--- src/sv/rle1_pkg.sv ---
package rle1_pkg;

  localparam logic [7:0] REP_MASK   = 8'h7F;
  localparam logic [7:0] REP_BIAS   = 8'd2;
  localparam logic [7:0] LIT_BIAS   = 8'd1;
  localparam int unsigned REP_FLAG_BIT = 7;
  localparam int unsigned QUEUE_DEPTH  = 2;
  localparam int unsigned LIMIT_W      = 24;
  localparam logic [LIMIT_W-1:0] LIMIT_RESET = 24'd65536;

  typedef enum logic [1:0] {
    PH_HEADER,
    PH_LITERAL,
    PH_REPEAT
  } rle1_phase_e;

  typedef enum logic {
    BK_IDLE,
    BK_EMIT
  } rle1_bstate_e;

  typedef struct packed {
    logic [7:0] in_byte;
    logic       stream_end;
  } rle1_in_t;

  typedef struct packed {
    logic [63:0] data_bytes;
    logic [3:0]  byte_count;
    logic        decode_done;
    logic        overflow_error;
    logic        last_of_item;
  } rle1_out_t;

  typedef struct packed {
    logic [7:0] first_byte;
    logic [7:0] fill_byte;
    logic [7:0] total;
    logic       check;
    logic       stream_end;
  } rle1_cmd_t;

endpackage

--- src/sv/rle1_front.sv ---
module rle1_front (
  input  logic               clk_i,
  input  logic               rst_ni,
  input  logic               in_valid_i,
  output logic               in_ready_o,
  input  rle1_pkg::rle1_in_t in_item_i,
  input  logic               cmd_ready_i,
  output logic               cmd_valid_o,
  output rle1_pkg::rle1_cmd_t cmd_o
);

  rle1_pkg::rle1_phase_e phase_q, phase_d;
  logic [7:0]            rem_q, rem_d;
  logic                  accept;

  assign in_ready_o  = cmd_ready_i;
  assign accept      = in_valid_i && cmd_ready_i;
  assign cmd_valid_o = in_valid_i;

  always_ff @(posedge clk_i or negedge rst_ni) begin
    if (!rst_ni) begin
      phase_q <= rle1_pkg::PH_HEADER;
      rem_q   <= 8'd0;
    end else if (accept) begin
      phase_q <= phase_d;
      rem_q   <= rem_d;
    end
  end

  always_comb begin
    phase_d           = phase_q;
    rem_d             = rem_q;
    cmd_o.first_byte  = in_item_i.in_byte;
    cmd_o.fill_byte   = 8'h00;
    cmd_o.total       = 8'd0;
    cmd_o.check       = 1'b0;
    cmd_o.stream_end  = in_item_i.stream_end;
    case (phase_q)
      rle1_pkg::PH_LITERAL: begin
        cmd_o.total = in_item_i.stream_end ? rem_q : 8'd1;
        if (in_item_i.stream_end || rem_q == 8'd1) begin
          cmd_o.check = 1'b1;
          phase_d     = rle1_pkg::PH_HEADER;
          rem_d       = 8'd0;
        end else begin
          rem_d = rem_q - 8'd1;
        end
      end
      rle1_pkg::PH_REPEAT: begin
        cmd_o.total     = rem_q;
        cmd_o.fill_byte = in_item_i.in_byte;
        cmd_o.check     = 1'b1;
        phase_d         = rle1_pkg::PH_HEADER;
        rem_d           = 8'd0;
      end
      default: begin
        if (!in_item_i.stream_end) begin
          if (in_item_i.in_byte[rle1_pkg::REP_FLAG_BIT]) begin
            rem_d   = (in_item_i.in_byte & rle1_pkg::REP_MASK) + rle1_pkg::REP_BIAS;
            phase_d = rle1_pkg::PH_REPEAT;
          end else begin
            rem_d   = in_item_i.in_byte + rle1_pkg::LIT_BIAS;
            phase_d = rle1_pkg::PH_LITERAL;
          end
        end
      end
    endcase
    if (in_item_i.stream_end) begin
      phase_d = rle1_pkg::PH_HEADER;
      rem_d   = 8'd0;
    end
  end

endmodule

--- src/sv/rle1_queue.sv ---
module rle1_queue (
  input  logic                clk_i,
  input  logic                rst_ni,
  input  logic                push_valid_i,
  output logic                push_ready_o,
  input  rle1_pkg::rle1_cmd_t push_cmd_i,
  output logic                pop_valid_o,
  input  logic                pop_ready_i,
  output rle1_pkg::rle1_cmd_t pop_cmd_o
);

  localparam int unsigned AW = $clog2(rle1_pkg::QUEUE_DEPTH);

  rle1_pkg::rle1_cmd_t mem_q [rle1_pkg::QUEUE_DEPTH];
  logic [AW-1:0]       wr_q, rd_q;
  logic [AW:0]         cnt_q;
  logic                push, pop;

  assign push_ready_o = cnt_q != (AW+1)'(rle1_pkg::QUEUE_DEPTH);
  assign pop_valid_o  = cnt_q != '0;
  assign push         = push_valid_i && push_ready_o;
  assign pop          = pop_valid_o && pop_ready_i;
  assign pop_cmd_o    = mem_q[rd_q];

  always_ff @(posedge clk_i) begin
    if (push) begin
      mem_q[wr_q] <= push_cmd_i;
    end
  end

  always_ff @(posedge clk_i or negedge rst_ni) begin
    if (!rst_ni) begin
      wr_q  <= '0;
      rd_q  <= '0;
      cnt_q <= '0;
    end else begin
      if (push) begin
        wr_q <= (wr_q == AW'(rle1_pkg::QUEUE_DEPTH - 1)) ? '0 : wr_q + 1'b1;
      end
      if (pop) begin
        rd_q <= (rd_q == AW'(rle1_pkg::QUEUE_DEPTH - 1)) ? '0 : rd_q + 1'b1;
      end
      case ({push, pop})
        2'b10:   cnt_q <= cnt_q + 1'b1;
        2'b01:   cnt_q <= cnt_q - 1'b1;
        default: cnt_q <= cnt_q;
      endcase
    end
  end

endmodule

--- src/sv/rle1_back.sv ---
module rle1_back #(
  parameter int unsigned PACK_BYTES = 8,
  parameter int unsigned LIMIT_BITS = 24
) (
  input  logic                              clk_i,
  input  logic                              rst_ni,
  input  logic                              cfg_we_i,
  input  logic [rle1_pkg::LIMIT_W-1:0]      cfg_data_i,
  input  logic                              cmd_valid_i,
  output logic                              cmd_ready_o,
  input  rle1_pkg::rle1_cmd_t               cmd_i,
  output logic                              out_valid_o,
  input  logic                              out_ready_i,
  output rle1_pkg::rle1_out_t               out_item_o
);

  localparam int unsigned BW = LIMIT_BITS + 1;
  localparam logic [7:0]  PACK8   = 8'(PACK_BYTES);
  localparam logic [3:0]  PACK4   = 4'(PACK_BYTES);

  rle1_pkg::rle1_bstate_e st_q, st_d;
  logic [LIMIT_BITS-1:0]  lim_q;
  logic [BW-1:0]          bw_q, bw_d;
  logic                   halted_q, halted_d, failed_q, failed_d;
  logic [7:0]             left_q, left_d;
  logic                   first_q, first_d;
  logic [7:0]             first_byte_q, first_byte_d, fill_q, fill_d;
  logic                   done_q, done_d, ovf_q, ovf_d;
  logic                   out_valid_q, out_valid_d;
  rle1_pkg::rle1_out_t    out_q, out_d, beat;
  logic [BW-1:0]          lim_ext, new_bw, avail;
  logic [7:0]             run_cnt;
  logic [3:0]             cnt;
  logic                   slot_free;

  assign cmd_ready_o = st_q == rle1_pkg::BK_IDLE;
  assign out_valid_o = out_valid_q;
  assign out_item_o  = out_q;
  assign slot_free   = !out_valid_q || out_ready_i;
  assign lim_ext     = BW'(lim_q);
  assign new_bw      = bw_q + BW'(cmd_i.total);
  assign avail       = (bw_q < lim_ext) ? lim_ext - bw_q : '0;
  assign run_cnt     = (avail < BW'(cmd_i.total)) ? avail[7:0] : cmd_i.total;
  assign cnt         = (left_q < PACK8) ? left_q[3:0] : PACK4;

  always_comb begin
    beat                = '0;
    beat.byte_count     = cnt;
    beat.decode_done    = done_q;
    beat.overflow_error = ovf_q;
    beat.last_of_item   = left_q <= PACK8;
    for (int j = 0; j < PACK_BYTES; j++) begin
      if (4'(j) < cnt) begin
        beat.data_bytes[8*j +: 8] = (j == 0 && first_q) ? first_byte_q : fill_q;
      end
    end
  end

  always_ff @(posedge clk_i or negedge rst_ni) begin
    if (!rst_ni) begin
      lim_q <= LIMIT_BITS'(rle1_pkg::LIMIT_RESET);
    end else if (cfg_we_i) begin
      lim_q <= LIMIT_BITS'(cfg_data_i);
    end
  end

  always_ff @(posedge clk_i or negedge rst_ni) begin
    if (!rst_ni) begin
      st_q        <= rle1_pkg::BK_IDLE;
      bw_q        <= '0;
      halted_q    <= 1'b0;
      failed_q    <= 1'b0;
      left_q      <= 8'd0;
      first_q     <= 1'b0;
      out_valid_q <= 1'b0;
    end else begin
      st_q        <= st_d;
      bw_q        <= bw_d;
      halted_q    <= halted_d;
      failed_q    <= failed_d;
      left_q      <= left_d;
      first_q     <= first_d;
      out_valid_q <= out_valid_d;
    end
  end

  always_ff @(posedge clk_i) begin
    first_byte_q <= first_byte_d;
    fill_q       <= fill_d;
    done_q       <= done_d;
    ovf_q        <= ovf_d;
    out_q        <= out_d;
  end

  always_comb begin
    st_d         = st_q;
    bw_d         = bw_q;
    halted_d     = halted_q;
    failed_d     = failed_q;
    left_d       = left_q;
    first_d      = first_q;
    first_byte_d = first_byte_q;
    fill_d       = fill_q;
    done_d       = done_q;
    ovf_d        = ovf_q;
    out_d        = out_q;
    out_valid_d  = out_valid_q && !out_ready_i;
    case (st_q)
      rle1_pkg::BK_IDLE: begin
        if (cmd_valid_i) begin
          first_byte_d = cmd_i.first_byte;
          fill_d       = cmd_i.fill_byte;
          first_d      = 1'b1;
          st_d         = rle1_pkg::BK_EMIT;
          if (halted_q) begin
            left_d = 8'd0;
            done_d = 1'b1;
            ovf_d  = failed_q;
          end else begin
            left_d = run_cnt;
            bw_d   = new_bw;
            if (cmd_i.check) begin
              halted_d = new_bw >= lim_ext;
              failed_d = failed_q || (new_bw > lim_ext);
            end
            done_d = halted_d || cmd_i.stream_end;
            ovf_d  = failed_d;
          end
          if (cmd_i.stream_end) begin
            bw_d     = '0;
            halted_d = 1'b0;
            failed_d = 1'b0;
          end
        end
      end
      rle1_pkg::BK_EMIT: begin
        if (slot_free) begin
          out_d       = beat;
          out_valid_d = 1'b1;
          left_d      = left_q - {4'd0, cnt};
          first_d     = 1'b0;
          if (left_q <= PACK8) begin
            st_d = rle1_pkg::BK_IDLE;
          end
        end
      end
      default: begin
        st_d = rle1_pkg::BK_IDLE;
      end
    endcase
  end

endmodule

--- src/sv/rle_type1_decoder.sv ---
// Channel  Dir  Handshake               Payload
// in       in   in_valid_i/in_ready_o   in_item_i  (rle1_pkg::rle1_in_t)
// out      out  out_valid_o/out_ready_i out_item_o (rle1_pkg::rle1_out_t)
// cfg      in   cfg_we_i                cfg_data_i (output_limit)
//
// The front takes one item per cycle while its two-entry queue has room.
// The back takes an item only while idle, then emits that item's result beats,
// holding each one while the output is stalled, and returns to idle after the last.
// Reset clears all control state at once; no clearing pass.
// Output stalls hold the back, which fills the queue and then holds in_ready_o low.
module rle_type1_decoder #(
  parameter int unsigned PACK_BYTES = 8,
  parameter int unsigned LIMIT_BITS = 24
) (
  input  logic                         clk_i,
  input  logic                         rst_ni,
  input  logic                         in_valid_i,
  output logic                         in_ready_o,
  input  rle1_pkg::rle1_in_t           in_item_i,
  output logic                         out_valid_o,
  input  logic                         out_ready_i,
  output rle1_pkg::rle1_out_t          out_item_o,
  input  logic                         cfg_we_i,
  input  logic [rle1_pkg::LIMIT_W-1:0] cfg_data_i
);

  logic                f_valid, f_ready, b_valid, b_ready;
  rle1_pkg::rle1_cmd_t f_cmd, b_cmd;

  rle1_front u_front (
    .clk_i       (clk_i),
    .rst_ni      (rst_ni),
    .in_valid_i  (in_valid_i),
    .in_ready_o  (in_ready_o),
    .in_item_i   (in_item_i),
    .cmd_ready_i (f_ready),
    .cmd_valid_o (f_valid),
    .cmd_o       (f_cmd)
  );

  rle1_queue u_queue (
    .clk_i        (clk_i),
    .rst_ni       (rst_ni),
    .push_valid_i (f_valid),
    .push_ready_o (f_ready),
    .push_cmd_i   (f_cmd),
    .pop_valid_o  (b_valid),
    .pop_ready_i  (b_ready),
    .pop_cmd_o    (b_cmd)
  );

  rle1_back #(
    .PACK_BYTES (PACK_BYTES),
    .LIMIT_BITS (LIMIT_BITS)
  ) u_back (
    .clk_i       (clk_i),
    .rst_ni      (rst_ni),
    .cfg_we_i    (cfg_we_i),
    .cfg_data_i  (cfg_data_i),
    .cmd_valid_i (b_valid),
    .cmd_ready_o (b_ready),
    .cmd_i       (b_cmd),
    .out_valid_o (out_valid_o),
    .out_ready_i (out_ready_i),
    .out_item_o  (out_item_o)
  );

endmodule

--- config.mk ---
export PLATFORM = sky130hd
export DESIGN_NAME = rle_type1_decoder
export DESIGN_NICKNAME = d
export VERILOG_FILES = /design/src/sv/rle1_pkg.sv /design/src/sv/rle1_front.sv /design/src/sv/rle1_queue.sv /design/src/sv/rle1_back.sv /design/src/sv/rle_type1_decoder.sv
export SDC_FILE = /design/constraint.sdc
export NUM_CORES = 1
export LEC_CHECK = 0
export BUFFER_PORTS_ARGS = -buffer_cell sky130_fd_sc_hd__buf_2
export CELL_PAD_IN_SITES_DETAIL_PLACEMENT = 1
export CELL_PAD_IN_SITES_GLOBAL_PLACEMENT = 1
export CORE_AREA = 8 8 167 169
export CTS_CLUSTER_DIAMETER = 50
export DETAILED_ROUTE_END_ITERATION = 16
export DIE_AREA = 0 0 175 177
export PLACE_DENSITY = 0.9
export SETUP_SLACK_MARGIN = 0.4
export SYNTH_ARGS = -nofsm -noshare
export SYNTH_HDL_FRONTEND = slang
export SYNTH_SLANG_ARGS = --single-unit
--- constraint.sdc ---
create_clock -name clk_i -period 6.45 [get_ports clk_i]
set_input_delay 0.3225 -clock clk_i [delete_from_list [all_inputs] [get_ports clk_i]]
set_output_delay 0.3225 -clock clk_i [all_outputs]
set_load 0.05 [all_outputs]
## Yosys cells after proc, flatten, opt, wreduce, memory -nomap -nowiden

Memory sizes are Yosys's and may differ from the RTL's.
Cells that the tools add are included.

- Bits in registers: 165
- RAM bits: 52
- Output and inout port bits: 73
- Word-level logic and storage cells: 126
- Memories kept: 1

Memory list:

| name | words | width | read ports | clocked after memory_dff | wr ports | RTL line | RTL |
|---|---|---|---|---|---|---|---|
| u_queue.mem_q | 2 | 26 | 1 | 0 | 1 | rle1_queue.sv:14 | `rle1_pkg::rle1_cmd_t mem_q [rle1_pkg::QUEUE_DEPTH];` |

- $add $sub $neg: 10
- $lt $le $gt $ge: 14
- Equality and inequality tests: 10
- Multiplexer cells: 45
- Bitwise logic cells: 1
- Reductions and logical operators: 16

Operators with widths:

| cell | count |
|---|---|
| 2-to-1 mux 8 bit | 10 |
| 2-to-1 mux 25 bit | 3 |
| one-hot mux 8 bit (2 select lines) | 2 |
| adder 25 x 8 -> 25 bit | 1 |
| greater-or-equal comparator 25 x 24 -> 1 bit | 1 |
| greater-than comparator 25 x 24 -> 1 bit | 1 |
| < comparator 25 x 24 -> 1 bit | 1 |
| < comparator 25 x 8 -> 1 bit | 1 |
| subtractor 24 x 25 -> 25 bit | 1 |
| 2-to-1 mux 1 bit | 21 |
| one-hot mux 9 bit (2 select lines) | 1 |
| < comparator 3 x 4 -> 1 bit, first input constant | 4 |
| adder 7 x 2 -> 8 bit, second input constant | 1 |
| adder 8 x 1 -> 8 bit, second input constant | 1 |
| == test 8 x 1 -> 1 bit, second input constant | 1 |
| less-or-equal comparator 8 x 4 -> 1 bit, second input constant | 1 |
| < comparator 1 x 4 -> 1 bit, first input constant | 2 |
| < comparator 2 x 4 -> 1 bit, first input constant | 2 |
| < comparator 8 x 4 -> 1 bit, second input constant | 1 |
| one-hot mux 2 bit (2 select lines) | 2 |
| AND reduction 2 bit | 4 |
| subtractor 8 x 1 -> 8 bit, second input constant | 1 |
| subtractor 8 x 4 -> 8 bit | 1 |
| 2-to-1 mux 2 bit | 3 |
| other kinds (16) | 29 |

## Logic depth before layout (Yosys ltp)

An unclocked memory read counts as a cell.

- Depth after elaboration: 9
- Gate-level depth with buffers: 25
- Mapped depth without buffers: 23

## Modules after synthesis

Synthesis repeated with hierarchy kept, for this count alone.

- Cells, all modules: 1140
- Area total of the unflattened synthesis: 11966.5 sq um

Modules (own cells, without submodules):

| module | times used | cells each | area an instance (sq um) |
|---|---|---|---|
| rle1_back | 1 | 910 | 8805.9 |
| rle1_queue | 1 | 98 | 2087.0 |
| rle1_front | 1 | 132 | 1073.5 |

## Worst setup path before layout

Ideal clock, no wire load.

- Path type: register to register
- Start point: reg u_queue.rd_q
- End point: reg u_back.done_q (data pin)
- Setup time: 0.265 ns
- Arrival: 4.724 ns
- Slack: 1.460 ns
- Stages on the path, launching flop included: 25
- Clock period less this slack: 4.990 ns
- Cell sequence: dfrtp_1 -> buf_2 -> buf_1 -> mux2i_1 -> inv_1 -> ha_1 -> a21o_1 -> a21oi_1 -> o21bai_1 -> a21oi_1 -> nor2b_1 -> o2111ai_1 -> nor3_1 -> xnor2_1 -> ha_1 -> a21o_1 -> a21o_1 -> a21oi_1 -> o21ai_0 -> nor3_1 -> o21ai_0 -> o221ai_1 -> nor3b_1 -> a21oi_1 -> or3_1

- Cells in the longest elaborated chain, start to end: 8

RTL lines:

| what | RTL line | RTL |
|---|---|---|
| start: declaration | rle1_queue.sv:15 | `logic [AW-1:0] wr_q, rd_q;` |
| start signal: assignment | rle1_queue.sv:41 | `rd_q <= (rd_q == AW'(rle1_pkg::QUEUE_DEPTH - 1)) ? '0 : rd_q + 1'b1;` |
| memory read (2 x 26 bit) (*) | - |  |
| adder 25 x 8 -> 25 bit | rle1_back.sv:41 | `assign new_bw = bw_q + BW'(cmd_i.total);` |
| greater-or-equal comparator 25 x 24 -> 1 bit | rle1_back.sv:123 | `halted_d = new_bw >= lim_ext;` |
| 2-to-1 mux 1 bit | rle1_back.sv:122 | `if (cmd_i.check) begin` |
| 2-to-1 mux 1 bit | rle1_back.sv:115 | `if (halted_q) begin` |
| 2-to-1 mux 1 bit | rle1_back.sv:110 | `if (cmd_valid_i) begin` |
| 2-to-1 mux 1 bit | rle1_back.sv:108 | `case (st_q)` |
| logical OR 1 bit (*) | rle1_back.sv:126 | `done_d = halted_d \|\| cmd_i.stream_end;` |
| end signal: assignment | rle1_back.sv:90 | `done_q <= done_d;` |
| end: declaration | rle1_back.sv:28 | `logic done_q, done_d, ovf_q, ovf_d;` |

Every way passes the cells marked *; elsewhere a longest branch is shown, timed or not. The select of a mux whose other input is x is not followed.
A chain may end at the register's enable or synchronous reset.

## Worst setup path in the final report

- Start point: reg u_back.bw_q[10]
- End point: reg u_back.left_q[0]

- Cells in the longest elaborated chain, start to end: 7
- Elaborated cells between the ends (all ways): 8
- Classes of those cells: add/sub: 1; order compare: 2; mux: 5

RTL lines:

| what | RTL line | RTL |
|---|---|---|
| start: declaration | rle1_back.sv:23 | `logic [BW-1:0] bw_q, bw_d;` |
| start signal: assignment | rle1_back.sv:78 | `bw_q <= bw_d;` |
| subtractor 24 x 25 -> 25 bit / < comparator 25 x 24 -> 1 bit (equally long branches) | rle1_back.sv:42 | `assign avail = (bw_q < lim_ext) ? lim_ext - bw_q : '0;` |
| 2-to-1 mux 25 bit (*) | rle1_back.sv:42 |  |
| < comparator 25 x 8 -> 1 bit | rle1_back.sv:43 | `assign run_cnt = (avail < BW'(cmd_i.total)) ? avail[7:0] : cmd_i.total;` |
| 2-to-1 mux 8 bit (*) | rle1_back.sv:43 |  |
| 2-to-1 mux 8 bit (*) | rle1_back.sv:115 |  |
| 2-to-1 mux 8 bit (*) | rle1_back.sv:110 |  |
| one-hot mux 8 bit (2 select lines) (*) | rle1_back.sv:108 |  |
| end signal: assignment | rle1_back.sv:81 | `left_q <= left_d;` |
| end: declaration | rle1_back.sv:25 | `logic [7:0] left_q, left_d;` |

Marks and branches as above.

==> results.sh <==
export IMPL_wl_per_cell_microns=24.5
export IMPL_endpoint_kind="flop"
export IMPL_worstPathCellList="inv_1, ha_1, a21o_1, a41o_1, a221oi_2, nand2_2, nand4b_1, nand2_1, and2_1, ha_1, and4_1, nand4b_1, o32ai_1, a2111oi_0, nand3_1, nor4b_1, nand4_1, a2111o_2, mux2_4, a221o_1"
export IMPL_hold_end="u_back.lim_q[7]"
export IMPL_cp_slowest_stage_delay_ns=0.55
export IMPL_p_leak_nw=5.77
export IMPL_clk_pin_slew_ns=0.07
export IMPL_synth_edf_count=141
export IMPL_fmax_ghz=0.172
export IMPL_yosysTopAreaCell="edfxtp_1"
export IMPL_synth_seq_cells=217
export IMPL_path_depth=20
export IMPL_synth_top_family_by_area="simple AND/OR/NAND/NOR gates"
export IMPL_final_util_pct=54.5
export IMPL_hp_start="cfg_data_i[7]"
export IMPL_viasPerCell=6.01
export IMPL_place_gp_congestion=0.874
export IMPL_antenna_found_initial=1
export IMPL_place_inst=1538
export IMPL_syn_nets=1236
export IMPL_timing_hold_ws_ns=-0.0156
export IMPL_swShare_pct=42.5
export IMPL_clock_sinks=217
export IMPL_pwr_share_comb_pct=40.8
export IMPL_syn_avg_cell_area_sq_um=10.6
export IMPL_worst_ep_arrival_time_ns=6.24
export IMPL_rsz0062_at_grt="no"
export IMPL_slew_headroom_pct=13.6
export IMPL_grt_overflow=0
export IMPL_place_port_buffers=110
export IMPL_cts_inserted_buffers=27
export IMPL_clockBufferDepth=3
export IMPL_p_switching_mw=2.65
export IMPL_grt_use_met3_pct=4.03
export IMPL_drv_cap=0
export IMPL_die_height_microns=177
export IMPL_intPower_mw=3.58
export IMPL_multiInputGateArea_sq_um=5390
export IMPL_area_delta_synth_final_pct=16.0
export IMPL_hpwlAfterDp_microns=26700
export IMPL_power_mw=6.23
export IMPL_cts_htree_levels=1
export IMPL_required_ns=6.88
export IMPL_finalWirelength_microns=39400
export IMPL_detail_route_iter0_violations=741
export IMPL_post_dp_cell_area_sq_um=12800
export IMPL_die_x_microns=175
export IMPL_grt_use_met1_pct=28.8
export IMPL_reg2reg_depth=20
export IMPL_die_area_sq_um=31000
export IMPL_layout_min_cycle_time_ns=5.80
export IMPL_met2_usage_pct=44.9
export IMPL_dp_slack_ns=0.777
export IMPL_maxSlewViolCount=0
export IMPL_r2r_end="u_back.left_q[0]"
export IMPL_cp_start_kind="flop"
export IMPL_crit_family="compound AO/OA/AOI/OAI gates"
export IMPL_netlist_top_cells_area="edfxtp_1, dfrtp_1, ha_1"
export IMPL_power_density_nw_per_um2=450
export IMPL_cts_tree="done"
export IMPL_route_antenna_remaining_nets=0
export IMPL_ios=111
export IMPL_nFillCells=2752
export IMPL_top_usage_layer="met2"
export IMPL_grt_pass1_vias=10582
export IMPL_regArea_sq_um=6140
export IMPL_setup_viol=0
export IMPL_grt_pass1_wl_microns=61100
export IMPL_drive_above_1_share_pct=15.6
export IMPL_start_util_pct=47.0
export IMPL_drc=0
export IMPL_critPathBufInv=1
export IMPL_core_sq_um=25500
export IMPL_synthFlopType="edfxtp_1"
export IMPL_hold_class="in -> reg"
export IMPL_final_cell_area_sq_um=13900
export IMPL_ir_drop_uv=254
export IMPL_clk_latency_ns=0.57
export IMPL_hold_viol=1
export IMPL_synth_area_sq_um=12000
export IMPL_hold_path_depth=3
export IMPL_synth_xor_area_share_pct=3.52
export IMPL_critical_path_class="reg -> reg"
export IMPL_fin_cells=1607
export IMPL_synth_top_cell_area_share_pct=35.4
export IMPL_synth_fa_ha_area_share_pct=7.76
export IMPL_finalSetupTns_ns=0
export IMPL_fin_nets=1361
export IMPL_synth_seq_area_share_pct=51.3
export IMPL_violations="negative hold slack"
export IMPL_yosysUniqueCellTypes=81
export IMPL_track_usage_pct=24.8
export IMPL_yosys_warnings=0
export IMPL_row_count=59
export IMPL_num_vias=9654
export IMPL_synth_mux_area_share_pct=4.15
export IMPL_synth_most_common_cell="edfxtp_1"
export IMPL_firstDrtPassIters=4
export IMPL_grt_max_degree=76
export IMPL_root_buffer="clkbuf_16"
export IMPL_synth_cells=1125
export IMPL_p_clk_share_pct=24.3
export IMPL_synth_compound_area_share_pct=13.5
export IMPL_worst_clock_skew_ns=0.0273
export IMPL_layout_setup_ws_ns=0.646
export IMPL_reg2reg_slack_ns=0.65
export IMPL_r2r_start="u_back.bw_q[10]"
export IMPL_tightestPinTransition_ns=1.30
export IMPL_cp_slowest_cell="a2111o_2"
export IMPL_seq_power_share_pct=34.9
export IMPL_synth_simple_gate_area_share_pct=16.0
export IMPL_fin_crit_sh_pct=90.0
export IMPL_netlist_top_cells_count="edfxtp_1, nand2_1, o21ai_0"
export IMPL_cp_max_fo=9
export IMPL_status="finished, violations left"
export IMPL_async_reset_ff_share_pct=35.0
==> metal layers <==
metal	up-vias	part of all wire, %
met1	4892	39
met4	0	3.9
met2	342	51
met5	-	0
li1	4309	-
met3	111	5.5
==> power groups by stage <==
| stage | sequential (mW) | clock [mW] | combinational [mW] |
|---|---|---|---|
| 2_1_floorplan | 2.49 | 0 | 1.38 |
| 3_3_place_gp | 2.14 | 0 | 2.29 |
| 3_5_place_dp | 2.19 | 0 | 2.42 |
| 4_1_cts | 2.17 | 1.51 | 2.49 |
| 5_1_grt | 2.20 | 1.57 | 2.71 |
| 6_report | 2.18 | 1.52 | 2.54 |
==> area by class of cell <==
type                            instances  share of cell area [%]
Sequential cell                       217                    44.2
Multi-Input combinational cell        798                    38.9
Timing Repair Buffer                  135                    5.61
Clock buffer                           37                    5.21
Tap cell                              335                    3.02
Inverter                               71                    1.92
Clock inverter                         13                    1.07
Antenna cell                            1                  0.0180
==> state kept, by name, indices dropped and copies added (netlist names) <==
| register | cells |
|---|---|
| u_back.bw_q | 25 |
| u_back.done_q | 1 |
| u_back.failed_q | 1 |
| u_back.fill_q | 8 |
| u_back.first_byte_q | 8 |
| u_back.first_q | 1 |
| u_back.halted_q | 1 |
| u_back.left_q | 8 |
| u_back.lim_q | 24 |
| u_back.out_item_o | 71 |
| u_back.out_valid_o | 1 |
| u_back.ovf_q | 1 |
| u_back.st_q | 1 |
| u_front.phase_q | 2 |
| u_front.rem_q | 8 |
| u_queue.cnt_q | 2 |
| u_queue.mem_q | 52 |
| u_queue.rd_q | 1 |
| u_queue.wr_q | 1 |
==> repair_timing <==
action / CTS / global route
gates resized for setup: 0 / 3
hold buffers: 15 / 0
endpoints found under the setup margin: 0 / 2
buffers inserted: 0 / 3
endpoints found under the hold margin: 39 / 0
==> worst max-delay path by stage <==
stage	start	to	slack, ns
detailed placement	u_back.bw_q[10]	u_back.left_q[0]	0.78
floorplan	u_queue.rd_q	u_back.done_q	1.46
CTS	u_back.bw_q[10]	u_back.left_q[0]	0.69
finish	u_back.bw_q[10]	u_back.left_q[0]	0.65
global placement	u_back.bw_q[10]	u_back.left_q[0]	1.05
global route	u_queue.rd_q	u_back.done_q	0.42
==> cells by family after synthesis <==
family	Yosys count
other	1
buffers and inverters	110
muxes	47
adders and majority gates	73
AOI/OAI and AO/OA	256
and+or+nand+nor	373
DFF	217
xor gates and xnor gates	48
==> cell usage in the layout (no fill, tap or decap), types with 25 or more instances in the layout <==
| cell type | count |
|---|---|
| o21ai_0 | 87 |
| nor3_1 | 25 |
| nor2b_1 | 54 |
| edfxtp_1 | 141 |
| nand2_1 | 90 |
| xnor2_1 | 34 |
| nor2_1 | 73 |
| ha_1 | 71 |
| and2_1 | 40 |
| clkbuf_16 | 27 |
| a21oi_1 | 67 |
| mux2i_1 | 29 |
| inv_1 | 69 |
| buf_2 | 109 |
| dfrtp_1 | 75 |
==> worst reg2reg max path, cell delays in order, from the launching register on <==
cell       delay (ns)
dfrtp_1          0.42
inv_1            0.13
ha_1             0.44
a21o_1           0.25
a41o_1           0.26
a221oi_2         0.41
nand2_2          0.15
nand4b_1         0.20
nand2_1          0.18
and2_1           0.27
ha_1             0.33
and4_1           0.20
nand4b_1         0.21
o32ai_1          0.12
a2111oi_0        0.40
nand3_1          0.12
nor4b_1          0.27
nand4_1          0.14
a2111o_2         0.55
mux2_4           0.34
a221o_1          0.30
(Power assumes the default switching activity.)
